### src/hdl/assert_macros.svh
// Assertion macros shared by the RTL of the dual key record index.
// No dependencies; included by files that carry concurrent checks.
`ifndef ASSERT_MACROS_SVH
`define ASSERT_MACROS_SVH

// Clocked check, masked while reset is high.
`define DKRI_ASSERT(lbl, clk, rst, prop, msg) \
   lbl: assert property (@(posedge clk) disable iff (rst) prop) else $error(msg);

// Clocked check that also holds during reset.
`define DKRI_ASSERT_NR(lbl, clk, prop, msg) \
   lbl: assert property (@(posedge clk) prop) else $error(msg);

`endif

### src/hdl/dkri_pkg.sv
// Package for the dual key record index: entry and control types, codes, constants.
// No dependencies; used by dkri_cell and dual_key_record_index.
package dkri_pkg;

   localparam int TABLE_DEPTH_DEF = 64;
   localparam logic [6:0] MAX_ENTRIES_RST = 7'd64;
   localparam logic [31:0] BASE_OFFSET = 32'd12;

   localparam logic [1:0] CMD_INSERT = 2'd0;
   localparam logic [1:0] CMD_FIND   = 2'd1;
   localparam logic [1:0] CMD_DELETE = 2'd2;

   localparam logic [1:0] SPACE_FIRST  = 2'd1;
   localparam logic [1:0] SPACE_SECOND = 2'd2;

   localparam logic [2:0] STS_OK        = 3'd0;
   localparam logic [2:0] STS_FULL      = 3'd1;
   localparam logic [2:0] STS_DUPLICATE = 3'd2;
   localparam logic [2:0] STS_NOT_FOUND = 3'd3;
   localparam logic [2:0] STS_OVERFLOW  = 3'd4;

   typedef struct packed {
      logic [30:0] key;
      logic [31:0] off;
      logic [15:0] len;
   } entry_type;

   // broadcast from the sequencer to every cell
   typedef struct packed {
      logic [30:0] a_key;    // arrival key compare / insert value
      logic [30:0] s_key;    // sorted key compare / insert value
      logic [31:0] a_off;    // offset looked up among sorted entries
      logic [31:0] s_off;    // offset looked up among arrival entries
      logic [31:0] new_off;
      logic [15:0] new_len;
      logic        ins;
      logic        del;
   } ctl_type;

   typedef struct packed {
      logic amatch;
      logic smatch;
      logic sgt;
      logic slink;
      logic alink;
   } flag_type;

endpackage

### src/hdl/dkri_cell.sv
// One cell of the index chain: holds one arrival entry and one sorted entry.
// Depends on dkri_pkg; instantiated in a row by dual_key_record_index.
module dkri_cell #(
   parameter int DEPTH = dkri_pkg::TABLE_DEPTH_DEF,
   parameter int IDX   = 0,
   localparam int CW   = $clog2(DEPTH + 1),
   localparam int IW   = $clog2(DEPTH)
) (
   input  logic                clock,
   input  dkri_pkg::ctl_type   ctl,
   input  logic [CW-1:0]       count,
   input  logic [IW-1:0]       del_a_idx,
   input  logic [IW-1:0]       del_s_idx,
   input  dkri_pkg::entry_type prev_s,
   input  logic                prev_sgt,
   input  dkri_pkg::entry_type next_a,
   input  dkri_pkg::entry_type next_s,
   output dkri_pkg::entry_type a_q,
   output dkri_pkg::entry_type s_q,
   output dkri_pkg::flag_type  flags
);

   dkri_pkg::entry_type a_ff, a_in, s_ff, s_in;
   logic live, at_end;

   always_comb begin
      live   = CW'(IDX) < count;
      at_end = CW'(IDX) == count;
      flags.amatch = live && (a_ff.key == ctl.a_key);
      flags.smatch = live && (s_ff.key == ctl.s_key);
      flags.sgt    = live && (s_ff.key > ctl.s_key);
      flags.slink  = live && (s_ff.off == ctl.a_off);
      flags.alink  = live && (a_ff.off == ctl.s_off);
   end

   always_comb begin
      a_in = a_ff;
      s_in = s_ff;
      if (ctl.ins) begin
         if (at_end) begin
            a_in = '{key: ctl.a_key, off: ctl.new_off, len: ctl.new_len};
         end
         // entries above the insertion point move up one cell
         if (prev_sgt) begin
            s_in = prev_s;
         end else if (flags.sgt || at_end) begin
            s_in = '{key: ctl.s_key, off: ctl.new_off, len: ctl.new_len};
         end
      end else if (ctl.del) begin
         if (IW'(IDX) >= del_a_idx) begin
            a_in = next_a;
         end
         if (IW'(IDX) >= del_s_idx) begin
            s_in = next_s;
         end
      end
   end

   always_ff @(posedge clock) begin
      a_ff <= a_in;
      s_ff <= s_in;
   end

   assign a_q = a_ff;
   assign s_q = s_ff;

endmodule

### config.mk
export PLATFORM = sky130hd
export DESIGN_NAME = dkri_cell
export DESIGN_NICKNAME = d
export VERILOG_FILES = /design/src/hdl/assert_macros.svh /design/src/hdl/dkri_pkg.sv /design/src/hdl/dkri_cell.sv
export SDC_FILE = /design/constraint.sdc
export NUM_CORES = 1
export LEC_CHECK = 0
export BUFFER_PORTS_ARGS = -buffer_cell sky130_fd_sc_hd__buf_2
export CORE_AREA = 2 2 231 233
export DETAILED_ROUTE_END_ITERATION = 8
export DIE_AREA = 0 0 233 235
export HOLD_SLACK_MARGIN = 0.06
export SLEW_MARGIN = 20
export SYNTH_ARGS = -nofsm -noshare
export SYNTH_HDL_FRONTEND = slang
export SYNTH_SLANG_ARGS = --single-unit
### constraint.sdc
create_clock -name clock -period 8.7 [get_ports clock]
set_clock_uncertainty 0.05 [all_clocks]
set_input_delay 1.74 -clock clock [delete_from_list [all_inputs] [get_ports clock]]
set_output_delay 1.74 -clock clock [all_outputs]
set_load 0.05 [all_outputs]
==> results.md <==
- Status: finished clean
- Post-layout worst setup margin: 2750 ps
- Vias in the first global route: 8,740
- Final nets: 1,815
- Post-synthesis cell type count: 32
- Number of rows in the core area: 84
- Core Box Area: 0.0522 mm^2
- Share of synthesized area occupied by flip-flops and latches: 51.6%
- Gpl congestion: 0.956
- Cell count after synthesis: 766
- Synth Register Bits: 158
- IR Drop Worst-Case VDD: 0.000104 V
- Clock latency on the worst-skew pair: 470 ps
- Final-report hold violation count: 0
- Area of all placed cells without fillers: 0.0135 mm^2
- Maximum number of pins on one net before global-route repair: 150
- Layout cell share with drive strength beyond 1: 52.4%
- Clock Root Buffer: sky130_fd_sc_hd__clkbuf_16
- Placed wire-length estimate: 32.3 mm
- Count of flip-flops with a built-in enable after synthesis: 158
- Overflow after GRT: 0
- Number of iterations in the first detailed-routing pass: 4
- Mean number of vias per cell: 4.15
- Final critical-path share of the clock period: 68.3%
- Setup repair after global routing missed its margin: no
- Post-CTS clock slew at the launch and capture registers of the worst setup and hold paths: 70 ps
- Maximum count of clock buffers along a single path: 2
- Standby leakage power: 6.03 nW
- Final max-slew violation count: 0
- Power density normalized to cell area: 156 mW/mm^2
- Clk sink count: 158
- Antenna Nets Post-Route: 0
- Post-CTS setup repair buffer count: 0
- Wire length of the first global-routing pass: 54.8 mm
- Count of instances resized after the clock tree is built: 0
- Num CTS Buffers: 17
- Area added between synthesis and finish: 46.9%
- Type of destination of the critical path: primary output
- Max frequency: 168 MHz
- Tightest Hold Check Type: flop to flop
- Kind of critical path: input port to primary output
- Synth Warn #: 0
- Fin crit period: 5950 ps
- Highest-count cells in the layout ignoring fill and taps: sky130_fd_sc_hd__buf_2 (594), sky130_fd_sc_hd__edfxtp_1 (158), sky130_fd_sc_hd__a21oi_1 (93)
- Post-synthesis area per instance: 12.0 um^2
- Number of DRC markers in iteration 0: 385
- Number of vias in the routed layout: 8,519
- Die X: 233 um
- Post-synth top flop: sky130_fd_sc_hd__edfxtp_1
- Final wirelength: 39.5 mm
- Most common cell after layout, fill and taps aside: sky130_fd_sc_hd__buf_2
- Hold buffers post-CTS: 0
- Data arrival time of the critical path: 4160 ps
- Pin slew with the least headroom to its limit: 904 ps
- Number of input and output port buffers inserted: 596
- Kind of start point of the critical path: input port
- Share of flip-flops with an asynchronous set or reset after synthesis: 0%
- # Max-Cap Violations: 0
- Height of the die: 235 um
- DRC viols: 0
- TritonCTS clock tree: built
- Clock H-tree levels: 4
- Antenna violations before repair: 5
- Total routing usage reported by global routing: 14.0%
- Area enclosed by the die boundary: 0.0548 mm^2
- Starting utilization of the core area: 17.6%
- Area after DPL: 0.0130 mm^2
- Post-layout util: 25.9%
- Worst slew margin relative to its limit: 39.7%
- Synthesized Nets: 1,231
- Netlist area before placement: 0.00920 mm^2
- Data required time at the worst endpoint: 6910 ps
- Mean routed wirelength per cell: 19.2 um
- Top-level I/O count: 597
- Critical-path maximum fanout: 3
- Post-route setup TNS: 0 ps
- Worst-case setup slack after placement: 2710 ps
- Setup violation total in the final timing report: 0
## synth_stat cells, drive strengths merged, types with 3 or more instances
cell / number / share of area (%)
nor4: 24 / 1.8
nand4: 18 / 1.2
a21o: 3 / 0.24
mux2: 79 / 9.7
mux2i: 79 / 8.6
ha: 31 / 4.2
inv: 33 / 1.3
clkbuf: 15 / 0.61
xnor2: 36 / 3.4
xor2: 59 / 5.6
o21ai: 3 / 0.16
a21oi: 94 / 5.1
nand2: 7 / 0.29
edfxtp: 158 / 52
nor2: 84 / 3.4
buf: 21 / 1.0
nand3: 6 / 0.33
## state kept, by name, indices dropped and copies added (netlist names)
signal,count
a_q,79
s_q,79
## per-layer routing
| metal | global-route usage (%) | part of all wire (%) |
|---|---|---|
| met5 | 0 | 0.066 |
| met4 | 5.33 | 2.4 |
| met3 | 4.47 | 8.4 |
| met2 | 24.2 | 49 |
| met1 | 15.9 | 40 |
## critical path, stage by stage
cell                       delay, ps
sky130_fd_sc_hd__buf_2            90
sky130_fd_sc_hd__inv_1            40
sky130_fd_sc_hd__ha_1            310
sky130_fd_sc_hd__nand3_1         130
sky130_fd_sc_hd__nor4_1          720
sky130_fd_sc_hd__o311ai_0        490
sky130_fd_sc_hd__a21oi_1         330
sky130_fd_sc_hd__buf_2           310
## report_power, final
group	internal, mW	switching [mW]
sequential	0.886	0.0234
clock	0.368	0.346
combinational	0.187	0.302
## metrics by stage
step	power (mW)	hold slack, ps	cells
6_report	2.11	1180	2052
5_1_grt	2.21	1240	2052
4_1_cts	2.15	1180	2051
3_5_place_dp	1.42	1160	2019
3_3_place_gp	1.41	1150	2019
2_1_floorplan	1.20	1910	766
## cells by family (layout without fill, tap and decap cells)
kind of cell	after synthesis	in the layout	synth area share, %
mux	158	158	18.3
flops	158	158	51.6
simple gates	148	148	7.77
compound gates	107	107	6.12
xor+xnor	95	95	9.05
buf+inv	69	666	3.01
fa+ha+maj	31	31	4.22
other cells	0	1	0
## worst paths after layout
check | depth (start not counted) | slack (ps) | end | from
hold / removal | 6 | 1180 | s_q[1] | s_q[66]
hold reg to reg | 6 | 1180 | s_q[1] | s_q[66]
setup reg to reg | 6 | 5100 | s_q[46] | s_q[78]
setup / recovery | 8 | 2750 | flags[2] | ctl[143]
## layout make-up
cell class                 instances  area, um^2
multi-input combinational        539        4200
fill                            5561       38700
tap                              688         861
sequential                       158        4740
antenna                            1        2.50
clock buffer                      17         425
timing repair buffer             601        3050
inverter                          33         124
clock inverter                    15         111
Power figures use the tool's default switching activity.
